--- src/sv/pmsfa_pkg.sv ---
`timescale 1ns / 1ps
// ----------------------------------------------------------------------------
// PM sensor frame averager package
// Shared constants, codes and the sequencer state type.
// ----------------------------------------------------------------------------
package pmsfa_pkg;

  // Default sizes handed to the top level
  localparam int FRAME_LEN_DEF  = 24;
  localparam int COUNT_BITS_DEF = 16;

  // Fixed field widths
  localparam int READ_W    = 16;  // one PM reading
  localparam int FRAC_W    = 8;   // fraction bits of an average
  localparam int AVG_W     = READ_W + FRAC_W;
  localparam int BCNT_W    = 6;   // received byte count, saturating
  localparam int OFF_W     = 5;
  localparam int TICKS_W   = 16;
  localparam int CFG_W     = 16;
  localparam int CFG_IDX_W = 2;

  localparam logic [BCNT_W-1:0] BCNT_MAX = '1;

  // Frame header bytes
  localparam logic [7:0] HDR0 = 8'h42;  // 'B'
  localparam logic [7:0] HDR1 = 8'h4D;  // 'M'

  // Operation codes of an input item
  localparam logic [1:0] OP_BYTE = 2'd0;
  localparam logic [1:0] OP_POLL = 2'd1;
  localparam logic [1:0] OP_TICK = 2'd2;

  // Result kinds
  localparam logic KIND_FRAME = 1'b0;
  localparam logic KIND_POLL  = 1'b1;

  // Frame status codes
  localparam logic [1:0] ST_OK      = 2'd0;
  localparam logic [1:0] ST_LEN_ERR = 2'd1;
  localparam logic [1:0] ST_HDR_ERR = 2'd2;
  localparam logic [1:0] ST_SUM_ERR = 2'd3;

  // Configuration register indexes
  localparam logic [CFG_IDX_W-1:0] CFG_PM1_OFF  = 2'd0;
  localparam logic [CFG_IDX_W-1:0] CFG_PM25_OFF = 2'd1;
  localparam logic [CFG_IDX_W-1:0] CFG_PM10_OFF = 2'd2;
  localparam logic [CFG_IDX_W-1:0] CFG_TIMEOUT  = 2'd3;

  // Configuration reset values
  localparam logic [OFF_W-1:0]   PM1_OFF_RST  = 5'd4;
  localparam logic [OFF_W-1:0]   PM25_OFF_RST = 5'd6;
  localparam logic [OFF_W-1:0]   PM10_OFF_RST = 5'd8;
  localparam logic [TICKS_W-1:0] TICKS_RST    = 16'd5000;

  // Reading fetch: three readings of two bytes each
  localparam int FETCH_LAST = 5;
  localparam int NUM_PM     = 3;

  typedef enum logic [3:0] {
    S_IDLE,
    S_SWEEP,
    S_DRAIN,
    S_EVAL,
    S_FETCH,
    S_FDRAIN,
    S_DIVGO,
    S_DIVWAIT,
    S_DONE
  } state_e;

endpackage

--- src/sv/pmsfa_ram.sv ---
`timescale 1ns / 1ps
// ----------------------------------------------------------------------------
// Generic RAM
// One write port, one read port, registered read data.
// ----------------------------------------------------------------------------
module pmsfa_ram #(
  parameter int WIDTH = 8,
  parameter int DEPTH = 32,
  localparam int AW   = (DEPTH > 1) ? $clog2(DEPTH) : 1
) (
  input  logic             clk_i,
  input  logic             we_i,
  input  logic [AW-1:0]    waddr_i,
  input  logic [WIDTH-1:0] wdata_i,
  input  logic [AW-1:0]    raddr_i,
  output logic [WIDTH-1:0] rdata_o
);

  logic [WIDTH-1:0] mem_q [DEPTH];

  // Write and registered read
  always_ff @(posedge clk_i) begin
    if (we_i) begin
      mem_q[waddr_i] <= wdata_i;
    end
    rdata_o <= mem_q[raddr_i];
  end

endmodule

--- src/sv/pmsfa_div.sv ---
`timescale 1ns / 1ps
// ----------------------------------------------------------------------------
// Serial divider
// Restoring division, one quotient bit a cycle, of (sum << 8) by the count.
// The quotient is known to fit in 16.8, so only its low bits are formed.
// ----------------------------------------------------------------------------
module pmsfa_div
  import pmsfa_pkg::*;
#(
  parameter int COUNT_BITS = COUNT_BITS_DEF,
  localparam int SUM_W     = READ_W + COUNT_BITS
) (
  input  logic                  clk_i,
  input  logic                  rst_ni,
  input  logic                  start_i,
  input  logic [SUM_W-1:0]      dividend_i,
  input  logic [COUNT_BITS-1:0] divisor_i,
  output logic [AVG_W-1:0]      quotient_o,
  output logic                  done_o
);

  localparam int STEP_W = $clog2(AVG_W + 1);

  logic                  busy_q;
  logic                  done_q;
  logic [STEP_W-1:0]     step_q;
  logic [COUNT_BITS-1:0] rem_q;
  logic [COUNT_BITS-1:0] divisor_q;
  logic [AVG_W-1:0]      sh_q;
  logic [COUNT_BITS:0]   trial;
  logic [COUNT_BITS:0]   diff;
  logic                  ge;

  // Trial subtract of the shifted remainder
  always_comb begin
    trial = {rem_q, sh_q[AVG_W-1]};
    diff  = trial - {1'b0, divisor_q};
    ge    = ~diff[COUNT_BITS];
  end

  // Control
  always_ff @(posedge clk_i or negedge rst_ni) begin
    if (!rst_ni) begin
      busy_q <= 1'b0;
      done_q <= 1'b0;
    end else begin
      done_q <= 1'b0;
      if (start_i) begin
        busy_q <= 1'b1;
      end else if (busy_q && step_q == STEP_W'(1)) begin
        busy_q <= 1'b0;
        done_q <= 1'b1;
      end
    end
  end

  // Remainder and quotient shift register
  always_ff @(posedge clk_i) begin
    if (start_i) begin
      rem_q     <= dividend_i[SUM_W-1:READ_W];
      sh_q      <= {dividend_i[READ_W-1:0], FRAC_W'(0)};
      divisor_q <= divisor_i;
      step_q    <= STEP_W'(AVG_W);
    end else if (busy_q) begin
      rem_q  <= ge ? diff[COUNT_BITS-1:0] : trial[COUNT_BITS-1:0];
      sh_q   <= {sh_q[AVG_W-2:0], ge};
      step_q <= step_q - STEP_W'(1);
    end
  end

  assign quotient_o = sh_q;
  assign done_o     = done_q;

endmodule

--- src/sv/pm_sensor_frame_averager.sv ---
`timescale 1ns / 1ps
// Sequence: a byte or a tick leaves the sequencer in S_IDLE. A chunk end goes to S_DONE
// on a bad length; otherwise it sweeps the buffer (S_SWEEP, S_DRAIN, S_EVAL), and on a
// good frame below a full count it then adds the readings (six reading bytes, S_FETCH).
// A poll runs the serial divider on each reading in turn; an empty poll goes to S_DONE.
// One item at a time; a waiting result does not block the next item.
// Reset clears sums, count and byte count, loads the timer and config defaults.
// ----------------------------------------------------------------------------
// PM sensor frame averager
// Checks sensor frames from received bytes, sums the PM readings of good
// frames and returns the 16.8 averages on a poll.
// ----------------------------------------------------------------------------
module pm_sensor_frame_averager
  import pmsfa_pkg::*;
#(
  parameter int FRAME_LEN  = FRAME_LEN_DEF,
  parameter int COUNT_BITS = COUNT_BITS_DEF
) (
  input  logic                 clk_i,
  input  logic                 rst_ni,
  // input items
  input  logic                 in_valid_i,
  output logic                 in_stall_o,
  input  logic [1:0]           op_i,
  input  logic [7:0]           rx_byte_i,
  input  logic                 chunk_end_i,
  // result items
  output logic                 out_valid_o,
  input  logic                 out_stall_i,
  output logic                 kind_o,
  output logic [1:0]           frame_status_o,
  output logic                 avg_valid_o,
  output logic [AVG_W-1:0]     pm1_avg_o,
  output logic [AVG_W-1:0]     pm25_avg_o,
  output logic [AVG_W-1:0]     pm10_avg_o,
  // configuration
  input  logic                 cfg_we_i,
  input  logic [CFG_IDX_W-1:0] cfg_index_i,
  input  logic [CFG_W-1:0]     cfg_wdata_i
);

  localparam int AW    = $clog2(FRAME_LEN);
  localparam int SEQ_W = (AW > 3) ? AW : 3;
  localparam int SUM_W = READ_W + COUNT_BITS;

  localparam logic [COUNT_BITS-1:0] COUNT_MAX = '1;

  // Configuration
  logic [OFF_W-1:0]   pm1_off_q, pm25_off_q, pm10_off_q;
  logic [TICKS_W-1:0] timeout_ticks_q;

  // Sequencer and accumulator state
  state_e                state_q, state_d;
  logic [SEQ_W-1:0]      cnt_q;
  logic [BCNT_W-1:0]     byte_count_q;
  logic [BCNT_W-1:0]     bcnt_inc;
  logic [SUM_W-1:0]      sums_q [NUM_PM];
  logic [COUNT_BITS-1:0] sample_total_q;
  logic [TICKS_W-1:0]    timeout_left_q;
  logic                  timer_running_q;

  // Read pipeline and check registers
  logic                  pipe_vld_q;
  logic                  pipe_fetch_q;
  logic                  pipe_rng_q;
  logic [SEQ_W-1:0]      pipe_step_q;
  logic [7:0]            rdata;
  logic [7:0]            byte_v;
  logic [READ_W-1:0]     csum_q;
  logic [READ_W-1:0]     want_q;
  logic                  hdr_bad_q;
  logic [7:0]            hi_q;

  // Result registers
  logic                  res_kind_q;
  logic [1:0]            res_status_q;
  logic                  res_avg_valid_q;
  logic [AVG_W-1:0]      avg_q [NUM_PM];
  logic                  out_valid_q;
  logic                  out_kind_q;
  logic [1:0]            out_status_q;
  logic                  out_avg_valid_q;
  logic [AVG_W-1:0]      out_avg_q [NUM_PM];

  // Control from the sequencer
  logic                  accept;
  logic                  ram_we;
  logic [AW-1:0]         raddr;
  logic                  issue;
  logic                  issue_fetch;
  logic                  issue_rng;
  logic [OFF_W-1:0]      off_sel;
  logic [OFF_W:0]        fetch_idx;
  logic                  frame_good;
  logic                  div_start;
  logic                  out_load;
  logic [1:0]            div_k;
  logic [AVG_W-1:0]      quotient;
  logic                  div_done;

  assign accept     = in_valid_i && (state_q == S_IDLE);
  assign in_stall_o = (state_q != S_IDLE);
  assign bcnt_inc   = (byte_count_q < BCNT_MAX) ? byte_count_q + BCNT_W'(1) : byte_count_q;
  assign ram_we     = accept && (op_i == OP_BYTE) && (byte_count_q < BCNT_W'(FRAME_LEN));
  assign div_k      = cnt_q[1:0];
  assign frame_good = !hdr_bad_q && (csum_q == want_q);

  // Frame buffer
  pmsfa_ram #(
    .WIDTH (8),
    .DEPTH (FRAME_LEN)
  ) u_frame_ram (
    .clk_i   (clk_i),
    .we_i    (ram_we),
    .waddr_i (byte_count_q[AW-1:0]),
    .wdata_i (rx_byte_i),
    .raddr_i (raddr),
    .rdata_o (rdata)
  );

  // Shared divider
  pmsfa_div #(
    .COUNT_BITS (COUNT_BITS)
  ) u_div (
    .clk_i      (clk_i),
    .rst_ni     (rst_ni),
    .start_i    (div_start),
    .dividend_i (sums_q[div_k]),
    .divisor_i  (sample_total_q),
    .quotient_o (quotient),
    .done_o     (div_done)
  );

  // Next state
  always_comb begin
    state_d = state_q;
    unique case (state_q)
      S_IDLE: begin
        if (accept) begin
          if (op_i == OP_BYTE && chunk_end_i) begin
            state_d = (bcnt_inc == BCNT_W'(FRAME_LEN)) ? S_SWEEP : S_DONE;
          end else if (op_i == OP_POLL) begin
            state_d = (sample_total_q == '0) ? S_DONE : S_DIVGO;
          end
        end
      end
      S_SWEEP: begin
        if (cnt_q == SEQ_W'(FRAME_LEN - 1)) state_d = S_DRAIN;
      end
      S_DRAIN: state_d = S_EVAL;
      S_EVAL: begin
        if (frame_good && sample_total_q != COUNT_MAX) state_d = S_FETCH;
        else state_d = S_DONE;
      end
      S_FETCH: begin
        if (cnt_q == SEQ_W'(FETCH_LAST)) state_d = S_FDRAIN;
      end
      S_FDRAIN: state_d = S_DONE;
      S_DIVGO:  state_d = S_DIVWAIT;
      S_DIVWAIT: begin
        if (div_done) state_d = (div_k == 2'(NUM_PM - 1)) ? S_DONE : S_DIVGO;
      end
      S_DONE: begin
        if (out_load) state_d = S_IDLE;
      end
      default: state_d = S_IDLE;
    endcase
  end

  // Sequencer outputs
  always_comb begin
    unique case (cnt_q[2:1])
      2'd0:    off_sel = pm1_off_q;
      2'd1:    off_sel = pm25_off_q;
      default: off_sel = pm10_off_q;
    endcase
    fetch_idx   = {1'b0, off_sel} + (OFF_W + 1)'(cnt_q[0]);
    issue_rng   = fetch_idx < (OFF_W + 1)'(FRAME_LEN);
    issue       = (state_q == S_SWEEP) || (state_q == S_FETCH);
    issue_fetch = (state_q == S_FETCH);
    raddr       = issue_fetch ? fetch_idx[AW-1:0] : cnt_q[AW-1:0];
    div_start   = (state_q == S_DIVGO);
    out_load    = (state_q == S_DONE) && (!out_valid_q || !out_stall_i);
  end

  // Byte read back from the buffer; an index beyond the frame reads as zero
  assign byte_v = (pipe_fetch_q && !pipe_rng_q) ? 8'h00 : rdata;

  // Control state, sums, timer and configuration
  always_ff @(posedge clk_i or negedge rst_ni) begin
    if (!rst_ni) begin
      state_q         <= S_IDLE;
      cnt_q           <= '0;
      byte_count_q    <= '0;
      sums_q          <= '{default: '0};
      sample_total_q  <= '0;
      timeout_left_q  <= TICKS_RST;
      timer_running_q <= 1'b1;
      pipe_vld_q      <= 1'b0;
      out_valid_q     <= 1'b0;
      pm1_off_q       <= PM1_OFF_RST;
      pm25_off_q      <= PM25_OFF_RST;
      pm10_off_q      <= PM10_OFF_RST;
      timeout_ticks_q <= TICKS_RST;
    end else begin
      state_q    <= state_d;
      pipe_vld_q <= issue;

      // Write configuration
      if (cfg_we_i) begin
        unique case (cfg_index_i)
          CFG_PM1_OFF:  pm1_off_q       <= cfg_wdata_i[OFF_W-1:0];
          CFG_PM25_OFF: pm25_off_q      <= cfg_wdata_i[OFF_W-1:0];
          CFG_PM10_OFF: pm10_off_q      <= cfg_wdata_i[OFF_W-1:0];
          CFG_TIMEOUT:  timeout_ticks_q <= cfg_wdata_i[TICKS_W-1:0];
          default: ;
        endcase
      end

      // Advance the step counter
      if (state_q == S_IDLE || state_q == S_EVAL) begin
        cnt_q <= '0;
      end else if (issue || (state_q == S_DIVWAIT && div_done)) begin
        cnt_q <= cnt_q + SEQ_W'(1);
      end

      // Count received bytes; restart at every chunk end
      if (accept && op_i == OP_BYTE) begin
        byte_count_q <= chunk_end_i ? '0 : bcnt_inc;
      end

      // Run the timeout on a tick; at expiry clear the sums and the count
      if (accept && op_i == OP_TICK && timer_running_q) begin
        if (timeout_left_q <= TICKS_W'(1)) begin
          timeout_left_q  <= '0;
          timer_running_q <= 1'b0;
          sums_q          <= '{default: '0};
          sample_total_q  <= '0;
        end else begin
          timeout_left_q <= timeout_left_q - TICKS_W'(1);
        end
      end

      // Restart the timeout on a good frame
      if (state_q == S_EVAL && frame_good) begin
        timeout_left_q  <= timeout_ticks_q;
        timer_running_q <= 1'b1;
      end

      // Add a reading as its low byte arrives
      if (pipe_vld_q && pipe_fetch_q && pipe_step_q[0]) begin
        sums_q[pipe_step_q[2:1]] <= sums_q[pipe_step_q[2:1]] + SUM_W'({hi_q, byte_v});
      end
      if (state_q == S_FDRAIN) begin
        sample_total_q <= sample_total_q + COUNT_BITS'(1);
      end

      // Clear the sums once the last average is taken
      if (state_q == S_DIVWAIT && div_done && div_k == 2'(NUM_PM - 1)) begin
        sums_q         <= '{default: '0};
        sample_total_q <= '0;
      end

      // Hold a result until it is taken
      if (out_load) begin
        out_valid_q <= 1'b1;
      end else if (!out_stall_i) begin
        out_valid_q <= 1'b0;
      end
    end
  end

  // Check registers, read pipeline and result payload
  always_ff @(posedge clk_i) begin
    pipe_fetch_q <= issue_fetch;
    pipe_rng_q   <= issue_rng;
    pipe_step_q  <= cnt_q;

    if (accept && op_i == OP_BYTE && chunk_end_i) begin
      csum_q          <= '0;
      hdr_bad_q       <= 1'b0;
      res_kind_q      <= KIND_FRAME;
      res_status_q    <= ST_LEN_ERR;
      res_avg_valid_q <= 1'b0;
    end

    if (accept && op_i == OP_POLL) begin
      res_kind_q      <= KIND_POLL;
      res_status_q    <= ST_OK;
      res_avg_valid_q <= (sample_total_q != '0);
    end

    // Sweep the buffer: header, checksum and expected sum
    if (pipe_vld_q && !pipe_fetch_q) begin
      if (pipe_step_q == SEQ_W'(0) && byte_v != HDR0) hdr_bad_q <= 1'b1;
      if (pipe_step_q == SEQ_W'(1) && byte_v != HDR1) hdr_bad_q <= 1'b1;
      if (pipe_step_q < SEQ_W'(FRAME_LEN - 2)) begin
        csum_q <= csum_q + READ_W'(byte_v);
      end
      if (pipe_step_q == SEQ_W'(FRAME_LEN - 2)) want_q[15:8] <= byte_v;
      if (pipe_step_q == SEQ_W'(FRAME_LEN - 1)) want_q[7:0]  <= byte_v;
    end

    // Hold the high byte of a reading
    if (pipe_vld_q && pipe_fetch_q && !pipe_step_q[0]) begin
      hi_q <= byte_v;
    end

    if (state_q == S_EVAL) begin
      priority if (hdr_bad_q) res_status_q <= ST_HDR_ERR;
      else if (csum_q != want_q) res_status_q <= ST_SUM_ERR;
      else res_status_q <= ST_OK;
    end

    if (state_q == S_DIVWAIT && div_done) begin
      avg_q[div_k] <= quotient;
    end

    if (out_load) begin
      out_kind_q      <= res_kind_q;
      out_status_q    <= res_status_q;
      out_avg_valid_q <= res_avg_valid_q;
      for (int k = 0; k < NUM_PM; k++) begin
        out_avg_q[k] <= res_avg_valid_q ? avg_q[k] : '0;
      end
    end
  end

  assign out_valid_o    = out_valid_q;
  assign kind_o         = out_kind_q;
  assign frame_status_o = out_status_q;
  assign avg_valid_o    = out_avg_valid_q;
  assign pm1_avg_o      = out_avg_q[0];
  assign pm25_avg_o     = out_avg_q[1];
  assign pm10_avg_o     = out_avg_q[2];

endmodule
--- config.mk ---
export PLATFORM = sky130hd
export DESIGN_NAME = pm_sensor_frame_averager
export DESIGN_NICKNAME = d
export VERILOG_FILES = /design/src/sv/pmsfa_pkg.sv /design/src/sv/pmsfa_ram.sv /design/src/sv/pmsfa_div.sv /design/src/sv/pm_sensor_frame_averager.sv
export SDC_FILE = /design/constraint.sdc
export NUM_CORES = 1
export LEC_CHECK = 0
export BUFFER_PORTS_ARGS = -buffer_cell sky130_fd_sc_hd__buf_2
export CAP_MARGIN = 20
export CORE_MARGIN = 2
export CORE_UTILIZATION = 45
export DETAILED_ROUTE_END_ITERATION = 12
export PLACE_DENSITY = 0.73
export SLEW_MARGIN = 15
export SYNTH_ARGS = -nofsm -noshare
export SYNTH_HDL_FRONTEND = slang
export SYNTH_SLANG_ARGS = --single-unit
--- constraint.sdc ---
create_clock -name clk_i -period 8.76 [get_ports clk_i]
set_input_delay 0.876 -clock clk_i [delete_from_list [all_inputs] [get_ports clk_i]]
set_output_delay 0.876 -clock clk_i [all_outputs]
set_load 0.005 [all_outputs]
==> flow_summary.json <==
{
  "status": "completed",
  "synthSimpleGateAreaFrac_pct": 12.2,
  "diodes": 0,
  "drc": 0,
  "clkTransAtPathRegs_ns": 0.06,
  "drt_iter0_markers": 1657,
  "max-vdd-ir-drop_v": 0.000481,
  "synth_ff_type": "edfxtp_1",
  "drive_above_1_share_pct": 15.5,
  "mostFrequentLayoutCells": "edfxtp_1 (415), nand2_1 (199), nor2_1 (193)",
  "overflow": 0,
  "die-area_mm2": 0.0661,
  "max_cap_violations": 0,
  "clock_latency_ns": 0.61,
  "globalplace.congestion": 0.896,
  "synth-compound-area-share_pct": 10.3,
  "dr_wl_met2_um": 31600,
  "setup_slack_ns": 4.37,
  "p_leak_uw": 0.0123,
  "power_density_mw_per_mm2": 372,
  "crit_path_end_kind": "flip-flop",
  "clk_path_buf_depth": 3,
  "die_y_um": 257,
  "layout.nets": 2506,
  "place_hpwl_um": 42800,
  "io_pins": 112,
  "io_buffers": 111,
  "async_flop_share_pct": 28.0,
  "highest_layer": "met5",
  "slew_headroom_pct": 27.1,
  "cts_tree": "done",
  "r2r_slack_ns": 4.37,
  "pre_cts_slack_ns": 4.41,
  "multi_input_area_mm2": 0.0103,
  "hold_viol": 0,
  "dr_total_vias": 19300,
  "p_total_uw": 12100,
  "synth_nets": 2409,
  "die_w_um": 257,
  "crit_fanout": 43,
  "fin_crit_ns": 4.39,
  "ant_nets": 0,
  "grt_pass1_vias": 18800,
  "synth_edf_count": 415,
  "synth_seq_cells": 640,
  "worstPathArrival_ns": 4.85,
  "viasPerCell": 5.81,
  "synth_top_family_by_area": "simple AND/OR/NAND/NOR gates",
  "m1WireLength_um": 28000,
  "cts_buffers": 68,
  "seqCellArea_mm2": 0.0179,
  "layout.cells.most_common": "edfxtp_1",
  "initial_core_util_pct": 45.6,
  "cts_root_buf": "clkbuf_16",
  "synth_adder_area_share_pct": 2.59,
  "grt_pass1_wl_um": 105000,
  "min_path_type": "in -> async",
  "rr_worst_depth": 14,
  "synth_cell_types": 81,
  "setup_viol": 0,
  "fin_crit_sh_pct": 50.2,
  "path_class": "reg -> reg",
  "grt_max_degree": 110,
  "synth_seq_area_share_pct": 62.0,
  "routed_wl_um": 66600,
  "yosysWarnings": 0,
  "area_delta_synth_final_pct": 13.1,
  "synth_cells": 2317,
  "cts_sinks": 640,
  "required_ns": 9.22,
  "core_area_mm2": 0.0632,
  "grt_setup_unrepaired": "no",
  "tightest_slew_ns": 1.09,
  "post_cts_resized": 0,
  "syn_area_per_cell_um2": 12.4,
  "fillCellCount": 5203,
  "grt_util_all_layers_pct": 19.9,
  "synthMuxAreaShare_pct": 8.17,
  "h-tree-depth": 3,
  "firstDrtPassIters": 6,
  "met3_length_um": 5250,
  "skew_ns": 0.0139,
  "drv_slew": 0,
  "finalSetupTns_ns": 0,
  "clock.fmax_mhz": 228,
  "wl_per_cell_um": 20.1,
  "r2r-end": "sums_q[63]$_DFF_PN0_",
  "cts_hold_buf": 0,
  "synth_xor_area_share_pct": 2.22,
  "fp-row-count": 92,
  "r2r_start": "pipe_step_q[2]$_DFF_P_",
  "synth_area_mm2": 0.0288,
  "cp-start-kind": "flip-flop",
  "post-cts-setup-buffers": 0,
  "grt_antenna_before_repair": 2
}
==> state kept, by name, summed over array words and instances (netlist names), 6 cells and up <==
| register | cells |
|---|---|
| avg_q | 72 |
| byte_count_q | 6 |
| csum_q | 16 |
| hi_q | 8 |
| out_avg_q | 72 |
| sample_total_q | 16 |
| sums_q | 96 |
| timeout_left_q | 16 |
| timeout_ticks_q | 16 |
| u_div.divisor_q | 16 |
| u_div.quotient_o | 24 |
| u_div.rem_q | 16 |
| u_frame_ram.mem_q | 192 |
| u_frame_ram.rdata_o | 8 |
| want_q | 16 |
==> metrics by stage <==
stage                     instances  utilization (%)  hold slack [ns]  instance area, µm²
after floorplan                2317                -            0.400               28800
after global placement         3183             47.9            0.409               30300
after detailed placement       3186             48.0            0.425               30300
after CTS                      3312             51.5            0.433               32500
after global routing           3316             51.6            0.237               32600
final                          3316             51.6            0.216               32600
==> cells by family after synthesis <==
group | after synthesis
AND/OR/NAND/NOR | 729
flip-flops | 640
AO/OA/AOI/OAI | 463
buffers and inverters | 184
multiplexers | 170
XOR/XNOR | 73
adder cells (fa/ha/maj) | 58
==> area by class of cell <==
class	instances	share of cell area (%)
clock buffer	96	5.82
clock inverter	30	0.986
inverter	64	0.736
multi-input combinational	1493	31.6
sequential	640	54.8
tap	846	3.25
timing repair buffer	147	2.76
==> critical path: stages, from the launching register on <==
cell and delay [ns]:
dfxtp_2 0.31, buf_4 0.61, nor2b_2 0.10, buf_4 0.29
nand2_1 0.11, o21ai_0 0.09, ha_1 0.39, nand2_1 0.12
nor4_4 0.36, nand4_2 0.19, a2111oi_4 0.79, nor3_2 0.15
or4_4 0.53, nand3_1 0.11, a21oi_1 0.07
==> synthesized netlist by cell type, types with 55 or more instances <==
library cell	instances	area share, %
and2_1	88	1.9
dfrtp_1	164	14
mux2i_1	79	2.7
ha_1	55	2.4
nand3_1	78	1.4
a21oi_1	116	2.0
inv_1	62	0.81
clkbuf_1	97	1.3
nand2_1	199	2.6
o21ai_0	129	2.2
edfxtp_1	415	43
nor2_1	196	2.6
==> worst max-delay path by stage <==
| stage | slack [ns] | end | from | depth (start not counted) |
|---|---|---|---|---|
| after floorplan | 3.59 | avg_valid_o$_DFFE_PP_ | state_q[1]$_DFFE_PN0P_ | 4 |
| after global placement | 4.53 | sums_q[63]$_DFF_PN0_ | pipe_step_q[2]$_DFF_P_ | 14 |
| after detailed placement | 4.41 | sums_q[63]$_DFF_PN0_ | pipe_step_q[2]$_DFF_P_ | 14 |
| after CTS | 4.41 | sums_q[63]$_DFF_PN0_ | pipe_step_q[2]$_DFF_P_ | 14 |
| after global routing | 4.10 | sums_q[23]$_DFF_PN0_ | pipe_step_q[2]$_DFF_P_ | 14 |
| final | 4.37 | sums_q[63]$_DFF_PN0_ | pipe_step_q[2]$_DFF_P_ | 14 |
==> per-layer routing <==
layer | GRT usage [%] | up-vias
met5 | 0 | -
met4 | 6.56 | 4
met1 | 27.4 | 9509
met2 | 31.9 | 816
li1 | - | 8793
met3 | 3.54 | 148
==> power by group <==
part           internal, µW  total (µW)  switching (µW)  leakage (µW)
Sequential             3800        4230             428       0.00639
Clock                  1650        2850            1200       0.00108
Combinational          2040        5040            3000       0.00486
Total                  7500       12100            4630        0.0123
No activity file was read; power rests on OpenSTA's default activity.
